File: src/sv/ecnc_pkg.sv
// Shared types and field widths for the edge-clamped normalized convolver.
`default_nettype none
package ecnc_pkg;
    localparam int TAP_IDX_W = 6;
    localparam int COEF_W    = 18;
    localparam int SAMPLE_W  = 24;
    localparam int POS_W     = 12;
    localparam int CFG_W     = 6;

    localparam logic KIND_TAP    = 1'b0;
    localparam logic KIND_SAMPLE = 1'b1;

    typedef struct packed {
        logic                       kind;
        logic [TAP_IDX_W-1:0]       tap_index;
        logic [COEF_W-1:0]          coef;
        logic signed [SAMPLE_W-1:0] sample;
        logic                       last;
    } t_item;
endpackage
`default_nettype wire

File: src/sv/ecnc_front.sv
// Input stage: accept stream transfers, classify them and drop bad tap writes.
`default_nettype none
module ecnc_front import ecnc_pkg::*; #(
    parameter int MAX_TAPS = 63
) (
    input  wire         i_clk,
    input  wire         i_rst_n,
    input  wire         s_axis_tvalid,
    output logic        s_axis_tready,
    input  wire  [47:0] s_axis_tdata,
    input  wire         s_axis_tuser,
    input  wire         s_axis_tlast,
    output logic        o_push,
    output t_item       o_item,
    input  wire         i_full
);
    t_item n_item;

    always_comb begin
        n_item.kind      = s_axis_tuser;
        n_item.tap_index = s_axis_tdata[5:0];
        n_item.coef      = s_axis_tdata[23:6];
        n_item.sample    = s_axis_tdata[47:24];
        n_item.last      = s_axis_tlast & s_axis_tuser;
    end

    assign s_axis_tready = !i_full && i_rst_n;
    assign o_item        = n_item;
    assign o_push        = s_axis_tvalid && s_axis_tready &&
                           (n_item.kind == KIND_SAMPLE ||
                            32'(n_item.tap_index) < MAX_TAPS);
endmodule
`default_nettype wire

File: src/sv/ecnc_queue.sv
// Two-entry queue between front and back.
`default_nettype none
module ecnc_queue import ecnc_pkg::*; (
    input  wire   i_clk,
    input  wire   i_rst_n,
    input  wire   i_push,
    input  t_item i_item,
    output logic  o_full,
    output logic  o_valid,
    output t_item o_item,
    input  wire   i_pop
);
    t_item r_mem [2];
    logic  r_wp, r_rp;
    logic [1:0] r_cnt;

    assign o_full  = r_cnt == 2'd2;
    assign o_valid = r_cnt != 2'd0;
    assign o_item  = r_mem[r_rp];

    always_ff @(posedge i_clk) begin
        if (i_push) begin
            r_mem[r_wp] <= i_item;
        end
    end

    always_ff @(posedge i_clk) begin
        if (!i_rst_n) begin
            r_wp  <= 1'b0;
            r_rp  <= 1'b0;
            r_cnt <= 2'd0;
        end else begin
            if (i_push) r_wp <= !r_wp;
            if (i_pop)  r_rp <= !r_rp;
            r_cnt <= r_cnt + 2'(i_push) - 2'(i_pop);
        end
    end
endmodule
`default_nettype wire

File: src/sv/ecnc_back.sv
// Execution stage: tap and sample stores, serial MAC, serial divider, output register.
`default_nettype none
module ecnc_back import ecnc_pkg::*; #(
    parameter int MAX_TAPS = 63,
    parameter int MAX_LEN  = 4096
) (
    input  wire                 i_clk,
    input  wire                 i_rst_n,
    input  wire  [CFG_W-1:0]    i_tap_count,
    input  wire                 i_q_valid,
    input  t_item               i_q_item,
    output logic                o_q_pop,
    output logic                o_valid,
    input  wire                 i_ready,
    output logic [SAMPLE_W-1:0] o_smoothed,
    output logic [POS_W-1:0]    o_position,
    output logic                o_zero_sum,
    output logic                o_last
);
    localparam int TW    = (MAX_TAPS > 1) ? $clog2(MAX_TAPS) : 1;
    localparam int CW    = $clog2(MAX_LEN + 1);
    localparam int IW    = CW + 2;
    localparam int PW    = COEF_W + SAMPLE_W + 1;
    localparam int AW    = PW + $clog2(MAX_TAPS + 1) + 1;
    localparam int SW    = COEF_W + $clog2(MAX_TAPS + 1);
    localparam int NW    = AW + 1;
    localparam int DW    = SW + 1;
    localparam int DCW   = $clog2(NW + 1);

    localparam logic [2:0] ST_IDLE  = 3'd0;
    localparam logic [2:0] ST_CHECK = 3'd1;
    localparam logic [2:0] ST_MAC   = 3'd2;
    localparam logic [2:0] ST_DIV   = 3'd3;
    localparam logic [2:0] ST_OUT   = 3'd4;

    logic [2:0] r_state;

    logic [COEF_W-1:0]          r_tap_mem [MAX_TAPS];
    logic signed [SAMPLE_W-1:0] r_win_mem [MAX_TAPS];

    logic signed [SAMPLE_W-1:0] r_first;
    logic [CW-1:0]  r_cnt, r_optr;
    logic [5:0]     r_ktaps;
    logic [TW-1:0]  r_wptr, r_wlast;
    logic           r_last;

    logic [6:0]     r_j;
    logic           r_issue;
    logic signed [IW-1:0] r_idx;
    logic [TW-1:0]  r_slot;
    logic           r_v1, r_neg1, r_v2;
    logic [COEF_W-1:0]          r_tap_rd, r_w2;
    logic signed [SAMPLE_W-1:0] r_win_rd;
    logic signed [PW-1:0]       r_prod;
    logic signed [AW-1:0]       r_acc;
    logic [SW-1:0]  r_sum;

    logic [NW-1:0]  r_num, r_quo;
    logic [DW:0]    r_rem;
    logic [DCW-1:0] r_dcnt;
    logic           r_negq;

    logic [5:0]     w_eff;
    logic [5:0]     w_half;
    logic [CW:0]    w_n;
    logic           w_emit;
    logic signed [IW-1:0] w_nm1, w_start, w_dist, w_idx_n;
    logic signed [TW+1:0] w_slot0;
    logic [AW-1:0]  w_mag;
    logic [DW:0]    w_rem_sh, w_den;

    always_comb begin
        w_eff = i_tap_count;
        if (32'(w_eff) > MAX_TAPS) w_eff = 6'(MAX_TAPS);
        if (!w_eff[0] && w_eff != 6'd0) w_eff = w_eff - 6'd1;
    end

    assign w_half  = {1'b0, r_ktaps[5:1]};
    assign w_n     = (CW+1)'(r_cnt);
    assign w_emit  = r_last ? ((CW+1)'(r_optr) < w_n)
                            : ((CW+1)'(r_optr) + (CW+1)'(w_half) < w_n);
    assign w_nm1   = IW'(w_n) - IW'(1);
    assign w_start = IW'(r_optr) + IW'(w_half);
    assign w_dist  = w_nm1 - w_start;
    assign w_slot0 = (TW+2)'(r_wlast) - (TW+2)'(w_dist);
    assign w_idx_n = r_idx - IW'(1);
    assign w_mag   = r_acc[AW-1] ? AW'(-r_acc) : AW'(r_acc);
    assign w_den   = (DW+1)'({r_sum, 1'b0});
    assign w_rem_sh = {r_rem[DW-1:0], r_num[NW-1]};

    always_ff @(posedge i_clk) begin
        if (r_state == ST_IDLE && i_q_valid) begin
            if (i_q_item.kind == KIND_TAP) begin
                r_tap_mem[TW'(i_q_item.tap_index)] <= i_q_item.coef;
            end else begin
                r_win_mem[r_wptr] <= i_q_item.sample;
            end
        end
        r_tap_rd <= r_tap_mem[TW'(r_j)];
        r_win_rd <= r_win_mem[r_slot];
    end

    assign o_q_pop = r_state == ST_IDLE && i_q_valid;

    always_ff @(posedge i_clk) begin
        r_neg1 <= r_idx < 0;
        r_w2   <= r_tap_rd;
        r_prod <= PW'(signed'({1'b0, r_tap_rd})) * PW'(r_neg1 ? r_first : r_win_rd);
        if (!i_rst_n) begin
            r_state <= ST_IDLE;
            r_cnt   <= '0;
            r_optr  <= '0;
            r_wptr  <= '0;
            r_wlast <= '0;
            r_ktaps <= 6'd1;
            r_last  <= 1'b0;
            r_issue <= 1'b0;
            r_v1    <= 1'b0;
            r_v2    <= 1'b0;
            o_valid <= 1'b0;
        end else begin
            r_v1 <= r_issue;
            r_v2 <= r_v1;
            if (o_valid && i_ready && r_state != ST_OUT) o_valid <= 1'b0;
            unique case (r_state)
                ST_IDLE: begin
                    if (i_q_valid && i_q_item.kind == KIND_SAMPLE) begin
                        if (r_cnt == '0) begin
                            r_first <= i_q_item.sample;
                            r_ktaps <= w_eff;
                            r_optr  <= '0;
                        end
                        r_wlast <= r_wptr;
                        r_wptr  <= (32'(r_wptr) == MAX_TAPS - 1) ? '0 : r_wptr + TW'(1);
                        r_cnt   <= r_cnt + CW'(1);
                        r_last  <= i_q_item.last || (32'(r_cnt) + 1 >= MAX_LEN);
                        r_state <= ST_CHECK;
                    end
                end
                ST_CHECK: begin
                    if (w_emit) begin
                        r_j     <= '0;
                        r_idx   <= w_start;
                        r_slot  <= (w_dist <= 0) ? r_wlast :
                                   (w_slot0 < 0) ? TW'(w_slot0 + (TW+2)'(MAX_TAPS))
                                                 : TW'(w_slot0);
                        r_issue <= r_ktaps != 6'd0;
                        r_acc   <= '0;
                        r_sum   <= '0;
                        r_state <= ST_MAC;
                    end else begin
                        if (r_last) begin
                            r_cnt  <= '0;
                            r_optr <= '0;
                        end
                        r_state <= ST_IDLE;
                    end
                end
                ST_MAC: begin
                    if (r_issue) begin
                        r_j   <= r_j + 7'd1;
                        r_idx <= w_idx_n;
                        if (w_idx_n < w_nm1) begin
                            r_slot <= (r_slot == '0) ? TW'(MAX_TAPS - 1) : r_slot - TW'(1);
                        end
                        if (r_j + 7'd1 == 7'(r_ktaps)) r_issue <= 1'b0;
                    end
                    if (r_v2) begin
                        r_acc <= r_acc + AW'(r_prod);
                        r_sum <= r_sum + SW'(r_w2);
                    end
                    if (!r_issue && !r_v1 && !r_v2) begin
                        r_negq  <= r_acc[AW-1];
                        r_num   <= NW'({w_mag, 1'b0}) + NW'(r_sum);
                        r_rem   <= '0;
                        r_quo   <= '0;
                        r_dcnt  <= DCW'(NW);
                        r_state <= ST_DIV;
                    end
                end
                ST_DIV: begin
                    if (r_dcnt != '0) begin
                        r_num  <= {r_num[NW-2:0], 1'b0};
                        if (w_rem_sh >= w_den) begin
                            r_rem <= w_rem_sh - w_den;
                            r_quo <= {r_quo[NW-2:0], 1'b1};
                        end else begin
                            r_rem <= w_rem_sh;
                            r_quo <= {r_quo[NW-2:0], 1'b0};
                        end
                        r_dcnt <= r_dcnt - DCW'(1);
                    end else begin
                        r_state <= ST_OUT;
                    end
                end
                ST_OUT: begin
                    if (!o_valid || i_ready) begin
                        o_valid    <= 1'b1;
                        o_position <= POS_W'(r_optr);
                        o_zero_sum <= r_sum == '0;
                        o_last     <= r_last && ((CW+1)'(r_optr) + 1 == w_n);
                        if (r_sum == '0) begin
                            o_smoothed <= '0;
                        end else if (r_negq) begin
                            o_smoothed <= (r_quo > NW'(8388608)) ? 24'h800000
                                        : SAMPLE_W'(-r_quo);
                        end else begin
                            o_smoothed <= (r_quo > NW'(8388607)) ? 24'h7FFFFF
                                        : SAMPLE_W'(r_quo);
                        end
                        r_optr  <= r_optr + CW'(1);
                        r_state <= ST_CHECK;
                    end
                end
                default: r_state <= ST_IDLE;
            endcase
        end
    end
endmodule
`default_nettype wire

File: src/sv/edge_clamped_normalized_convolver.sv
// Top level: edge-clamped normalized FIR smoother for one spectrum column.
// Tap write: one back-end cycle once queued. Sample: 2 cycles plus, per output
// it releases, one check cycle, K + 3 cycles of serial multiply-accumulate
// (K = effective tap count, one tap a cycle), 52 cycles of the bit-serial
// divider and one output cycle, so K + 57 while the output side is ready.
// Synchronous active-low reset clears control state; tap store is undefined.
`default_nettype none
module edge_clamped_normalized_convolver import ecnc_pkg::*; #(
    parameter int MAX_TAPS = 63,
    parameter int MAX_LEN  = 4096
) (
    input  wire              i_clk,
    input  wire              i_rst_n,
    input  wire              i_cfg_valid,
    output logic             o_cfg_ready,
    input  wire  [CFG_W-1:0] i_cfg_data,    // tap_count
    input  wire              s_axis_tvalid,
    output logic             s_axis_tready,
    input  wire  [47:0]      s_axis_tdata,  // tap_index, coef, sample
    input  wire              s_axis_tuser,  // cmd
    input  wire              s_axis_tlast,  // last_in
    output logic             m_axis_tvalid,
    input  wire              m_axis_tready,
    output logic [39:0]      m_axis_tdata,  // smoothed, position, zero pad
    output logic             m_axis_tuser,  // zero_sum
    output logic             m_axis_tlast   // last_out
);
    logic [CFG_W-1:0] r_tap_count;
    logic  w_push, w_full, w_qvalid, w_pop;
    t_item w_fitem, w_qitem;
    logic [SAMPLE_W-1:0] w_sm;
    logic [POS_W-1:0]    w_pos;

    assign o_cfg_ready = 1'b1;
    always_ff @(posedge i_clk) begin
        if (!i_rst_n) begin
            r_tap_count <= CFG_W'(1);
        end else if (i_cfg_valid) begin
            r_tap_count <= i_cfg_data;
        end
    end

    ecnc_front #(.MAX_TAPS(MAX_TAPS)) u_front (
        .i_clk, .i_rst_n, .s_axis_tvalid, .s_axis_tready, .s_axis_tdata,
        .s_axis_tuser, .s_axis_tlast,
        .o_push(w_push), .o_item(w_fitem), .i_full(w_full)
    );

    ecnc_queue u_queue (
        .i_clk, .i_rst_n, .i_push(w_push), .i_item(w_fitem), .o_full(w_full),
        .o_valid(w_qvalid), .o_item(w_qitem), .i_pop(w_pop)
    );

    ecnc_back #(.MAX_TAPS(MAX_TAPS), .MAX_LEN(MAX_LEN)) u_back (
        .i_clk, .i_rst_n, .i_tap_count(r_tap_count),
        .i_q_valid(w_qvalid), .i_q_item(w_qitem), .o_q_pop(w_pop),
        .o_valid(m_axis_tvalid), .i_ready(m_axis_tready),
        .o_smoothed(w_sm), .o_position(w_pos),
        .o_zero_sum(m_axis_tuser), .o_last(m_axis_tlast)
    );

    assign m_axis_tdata = {4'd0, w_pos, w_sm};
endmodule
`default_nettype wire

File: config.mk
export PLATFORM = sky130hd
export DESIGN_NAME = edge_clamped_normalized_convolver
export DESIGN_NICKNAME = d
export VERILOG_FILES = /design/src/sv/ecnc_pkg.sv /design/src/sv/ecnc_front.sv /design/src/sv/ecnc_queue.sv /design/src/sv/ecnc_back.sv /design/src/sv/edge_clamped_normalized_convolver.sv
export SDC_FILE = /design/constraint.sdc
export NUM_CORES = 2
export LEC_CHECK = 0
export CAP_MARGIN = 20
export CORE_MARGIN = 3
export CORE_UTILIZATION = 31
export DETAILED_ROUTE_END_ITERATION = 6
export DONT_BUFFER_PORTS = 1
export GPL_ROUTABILITY_DRIVEN = 0
export HOLD_SLACK_MARGIN = 0.03
export MAX_ROUTING_LAYER = met4
export PLACE_DENSITY = 0.44
export SLEW_MARGIN = 40
export SYNTH_ARGS = -nofsm -noshare
export SYNTH_HDL_FRONTEND = slang
export SYNTH_SLANG_ARGS = --single-unit
File: constraint.sdc
create_clock -name i_clk -period 20.7 [get_ports i_clk]
set_clock_uncertainty 0.1 [all_clocks]
set_input_delay 4.14 -clock i_clk [delete_from_list [all_inputs] [get_ports i_clk]]
set_output_delay 4.14 -clock i_clk [all_outputs]
set_load 0.02 [all_outputs]
After elaboration in Yosys (flattened, before gate mapping)

Memories as Yosys holds them, arrays and structs flattened. A register that Yosys moved wholly into a read port is not among the register bits.
Cells that the tools add are included.
W data, S select, Z words.

Register bits after elaboration: 422
Bits in writable memories: 2746
Input port bits: 61
Output and inout port bits: 45
Logic and storage cells: 213
Memories kept: 3

Add/subtract/negate cells: 24
Multiply operators: 1
Order comparisons: 11
Equal/unequal tests: 21
Multiplexer cells: 72
Bitwise logic cells: 1
Reductions and logical operators: 47

Memories:

| memory           | words | bits a word | read ports | clocked after memory_dff | write ports | line             | RTL |
|---|---|---|---|---|---|---|---|
| u_back.r_win_mem | 63    | 24          | 1          | 1                        | 1           | ecnc_back.sv:39  | `logic signed [SAMPLE_W-1:0] r_win_mem [MAX_TAPS];` |
| u_back.r_tap_mem | 63    | 18          | 1          | 1                        | 1           | ecnc_back.sv:38  | `logic [COEF_W-1:0] r_tap_mem [MAX_TAPS];` |
| u_queue.r_mem    | 2     | 50          | 1          | 1                        | 1           | ecnc_queue.sv:13 | `t_item r_mem [2];` |

Operators with widths:

| cell                    | number |
|---|---|
| $mux W51                | 4 |
| $pmux W51 S2            | 2 |
| $mux W50                | 3 |
| $mux W24                | 5 |
| $pmux W50 S2            | 1 |
| $mux W13                | 6 |
| $mux W25                | 3 |
| $mux W6                 | 10 |
| $add A51 B24 Y51        | 1 |
| $gt A51 B23 Y1 const B  | 1 |
| $gt A51 B24 Y1 const B  | 1 |
| $add A50 B43 Y50        | 1 |
| $neg A50 Y50            | 1 |
| $pmux W25 S2            | 1 |
| $pmux W24 S2            | 1 |
| $mul A19 B43 Y43        | 1 |
| $mux W43                | 1 |
| $pmux W13 S3            | 1 |
| $eq A32 B13 Y1          | 1 |
| $ge A32 B13 Y1 const B  | 1 |
| $mux W15                | 2 |
| $pmux W15 S2            | 1 |
| $add A13 B1 Y14 const B | 2 |
| $add A13 B5 Y14         | 2 |
| 55 further kinds        | 124 |

Longest topological paths before layout

Word-level depth: 8
Depth in mapped cells: 27

Hierarchy

A second synthesis with hierarchy kept.

Cell total of the unflattened synthesis: 8879
Area, all modules: 148910.3 µm²

By module, submodules not included:

| module                            | instances | cells an instance | area each (µm²) |
|---|---|---|---|
| ecnc_back                         | 1         | 8622              | 144145.7 |
| ecnc_queue                        | 1         | 177               | 4092.7 |
| ecnc_front                        | 1         | 54                | 400.4 |
| edge_clamped_normalized_convolver | 1         | 26                | 271.5 |

Worst setup path before layout

No wires, ideal clock.

Path type: input port to flip-flop
Start: input i_rst_n
End: register u_back.r_acc[0] (enable)
Library setup time: 0.597 ns
Arrival time: 9.822 ns
Data required time: 20.003 ns
Slack: 10.180 ns
Cell stages on the path: 4
Buffers on the path: 2
Path through: clkbuf_1 > clkinv_1 > clkbuf_1 > nor3_1

Word-level cells in the longest chain between the ends: 1

Ends and longest elaborated chain:

| element                     | line                                    | RTL |
|---|---|---|
| start, declared             | edge_clamped_normalized_convolver.sv:13 | `input wire i_rst_n,` |
| $reduce_and A4 Y1 (no line) | -                                       |  |
| end signal, assigned        | ecnc_back.sv:169                        | `r_acc <= r_acc + AW'(r_prod);` |
| end, declared               | ecnc_back.sv:55                         | `logic signed [AW-1:0] r_acc;` |

No other way between the ends.
A chain may end at the register's enable or synchronous reset.

Worst setup path after layout

Start: input i_rst_n
End: output s_axis_tready

Word-level cells in the longest chain between the ends: 1

Ends and longest elaborated chain:

| element             | line                                    | RTL |
|---|---|---|
| $logic_and A1 B1 Y1 | ecnc_front.sv:27                        | `assign s_axis_tready = !i_full && i_rst_n;` |
| end, declared       | edge_clamped_normalized_convolver.sv:18 | `output logic s_axis_tready,` |

No other way between the ends.

==> out/results.md <==
Clock network
- **register clock-pin slew on the reported worst setup and hold paths** 0.06 ns
- **root buffer cell** clkbuf_16
- **depth of the CTS H-tree** 5
- **post-cts resize count** 0
- **number of buffers inserted by post-CTS setup repair** 0
- **buffers from clock root to sink, at most** 4
- **clock tree from TritonCTS** done
- **worst-skew pair later-pin latency** 1.01 ns
- **clock sinks** 3,211
- **number of buffers added by the clock tree synthesis step** 363
- **cts-stage hold buffer count** 0

Die
- **die span in x** 698 microns
- **area enclosed by the die boundary** 487,000 sq um
- **area of the core** 476,000 sq um
- **number of top-level design ports** 106
- **number of rows created at floorplan** 253
- **Die Y** 698 microns
- **effective utilization at floorplan** 31.2%

Logic synthesis
- **number of library cell types mapped by synthesis** 84
- **top cells by area, synth** edfxtp_1, mux4_2, fa_1
- **adder and majority cell fraction of the synthesized area** 8.50%
- **Seq cells post-synth** 3,211
- **Syn Area/Cell** 16.6 sq um
- **async set-reset flop share out of synthesis** 0%
- **main combinational cell family by area after synthesis** multiplexers
- **number of enable-type register cells in the synthesized netlist** 3,044
- **simple-gate share of the synthesized area** 5.67%
- **warning count from the yosys run** 0
- **cell accounting for the most synthesized area** edfxtp_1
- **top cell type's share of synthesized area** 61.6%
- **Seq/Total Area, Yosys** 63.9%
- **post-synthesis xor/xnor area fraction** 1.76%
- **most frequently used flop master after synthesis** edfxtp_1
- **combined area of all synthesized cells** 148,000 sq um
- **multiplexer fraction of the synthesized cell area** 13.7%
- **count of mapped cells out of synthesis** 8,919
- **share of the synthesized area in compound gates (AO/OA/AOI/OAI)** 3.73%

Setup path
- **CP max FO** 44
- **cell family contributing the most delay on the critical path** compound AO/OA/AOI/OAI gates
- **Worst setup EP type** output port
- **slowest cell delay on critical path** 0.55 ns
- **required time worst endpoint** 16.46 ns
- **arrival time worst endpoint** 4.87 ns
- **FF-to-FF Start** u_back.r_neg1
- **number of cells traversed by the worst register-to-register path** 23
- **Setup crit start kind** input pin
- **number of buffers and inverters on the critical path** 1
- **Crit Path Class** input pin to output port
- **worst flop-to-flop path endpoint** u_back.r_prod[36]
- **Crit-path slowest cell** a21oi_1
- **register-to-register setup slack** 12.85 ns
- **crit-path cells** clkinv_1, a21oi_1

Timing
- **final slew viol count** 0
- **remaining max-slew budget at the tightest pin** 42.0%
- **minimum clock period after layout** 9.11 ns
- **RSZ-0062 raised after global routing** false
- **slew at the pin closest to its max-slew limit** 0.861 ns
- **Setup TNS** 0 ns
- **Final setup violation count** 0
- **highest achievable clock rate** 110 MHz
- **portion of the clock cycle consumed by the worst path in the final layout** 44.0%
- **Hold Fails Final Rpt** 0

GRT
- **via count of the first global-routing pass** 84,100
- **pin count of the biggest net entering global routing** 93
- **antenna violations before repair** 31
- **overflow left after global routing** 0
- **first-pass GRT wire length** 605 mm
- **global-route total usage across every layer** 17.4%

Placement
- **number of buffer cells added on primary ports** 0
- **DPL Wire Length** 265 mm

Detailed routing
- **number of optimization iterations in the first detailed-route pass** 5
- **Antenna Violating Nets Remaining** 0
- **vias post-DR** 79,800
- **Routed WL** 420 mm
- **DRC violation total after the first TritonRoute iteration** 6,841
- **# DRC** 0
- **mean number of vias per cell** 5.03
- **detail-routed net length per standard cell** 26.5 microns

Hold path
- **Tightest Hold Check Type** flop to flop
- **startpoint of the worst hold path** u_back.r_num[0]
- **number of cells on the worst hold path** 2
- **end of the worst hold path** u_back.r_num[1]

Finish
- **final layout net count** 9,988
- **fraction of layout instances using a drive strength above 1** 19.9%
- **fillers** 44,500
- **signed area change from the synthesized netlist to the final layout** 15.3%

Run
- **count of max-cap constraint violations** 0

Outcome
- **outcome** finished, final reports clean

## synth_stat cells (12+ instances only)
cell type,instances
or2_2,18
nand3b_1,12
nor2_1,465
a211oi_1,34
o21ai_0,198
clkbuf_1,311
a21o_1,79
o211ai_1,26
mux2_2,77
a21oi_1,259
o21bai_1,22
nor2b_1,50
buf_1,80
a31oi_1,54
nand2b_1,38
xnor2_1,180
nand4_1,39
fa_1,436
and3_1,44
o21a_1,27
nand3_1,81
a311oi_1,19
inv_1,677
o31ai_1,14
nor3_1,82
edfxtp_1,3044
or4_1,12
and2_1,328
o41ai_1,15
mux4_2,817
nand2_1,420
o22ai_1,14
mux2i_1,109
xor2_1,118
nor4_1,45
ha_1,310
or3_1,35
dfxtp_1,167
## registers in the layout, summed over array words and instances, names as in the netlist, 15 cells and up, named ones only
signal             count
u_back.r_win_mem    1512
u_back.r_quo          51
u_back.r_tap_mem    1134
u_back.o_smoothed     24
u_back.r_first        24
u_queue.r_mem        100
u_back.r_tap_rd       18
u_back.r_rem          25
u_back.r_idx          15
u_back.r_prod         43
u_back.r_w2           18
u_back.r_acc          50
u_back.r_win_rd       24
u_back.r_num          51
u_back.r_sum          24
## layout make-up
class                   instances  area [sq um]  area share, %
diodes                         17          42.5         0.0249
clock buffers                 465          9640           5.63
clock inverters               205          2040           1.19
inverters                     679          2550           1.49
multi-input cells            4631         50500           29.5
flip-flops and latches       3211         94800           55.4
well taps                    6375          7980           4.66
repair buffers                295          3630           2.12
## kinds of logic (layout without fill, tap and decap cells)
family,after synthesis,in the layout
other,2,22
AOI/OAI and AO/OA,872,872
adders and majority gates,746,746
buffers and inverters,1080,1644
xor gates and xnor gates,298,298
and+or+nand+nor,1707,1707
muxes,1003,1003
DFF,3211,3211
## cell usage in the layout (no fill, tap or decap), types with 100 or more instances in the layout
cell type,count
mux4_2,817
xnor2_1,180
fa_1,436
and2_1,327
xor2_1,118
mux2i_1,107
ha_1,310
nor2_1,341
buf_4,188
edfxtp_1,3044
clkbuf_16,366
nand2_1,416
dfxtp_1,165
nor2_4,100
a21oi_1,259
o21ai_0,195
inv_1,677
## per-layer routing
| layer | wire length [microns] | GRT usage [%] | share of wire (%) | vias up |
|---|---|---|---|---|
| met1 | 187000 | 23.4 | 45 | 42700 |
| met4 | 9060 | 3.70 | 2.2 | 0 |
| met5 | 0 | - | 0 | - |
| met2 | 203000 | 28.3 | 48 | 1973 |
| met3 | 21300 | 2.39 | 5.1 | 562 |
| li1 | - | - | - | 34500 |
## through the flow
step	worst slack, ns	hold slack (ns)	cells	cell area, sq um	util (%)
2_1_floorplan	10.18	0.269	8922	148000	-
3_3_place_gp	11.63	0.390	15100	157000	33.1
3_5_place_dp	11.62	0.395	15200	159000	33.4
4_1_cts	11.62	0.411	15800	171000	35.9
5_1_grt	11.59	0.432	15900	171000	36.0
6_report	11.59	0.405	15900	171000	36.0
## worst max-delay path by stage
stage / cells after the start / end / from / slack [ns]
after floorplan: 4 / u_back.r_acc[0] / i_rst_n / 10.18
after global placement: 2 / s_axis_tready / i_rst_n / 11.63
final: 2 / s_axis_tready / i_rst_n / 11.59
after detailed placement: 2 / s_axis_tready / i_rst_n / 11.62
after global routing: 2 / s_axis_tready / i_rst_n / 11.59
after CTS: 2 / s_axis_tready / i_rst_n / 11.62
Power is not shown: default switching activity piles up to over one toggle a cycle in this logic, so the estimate is an artifact.
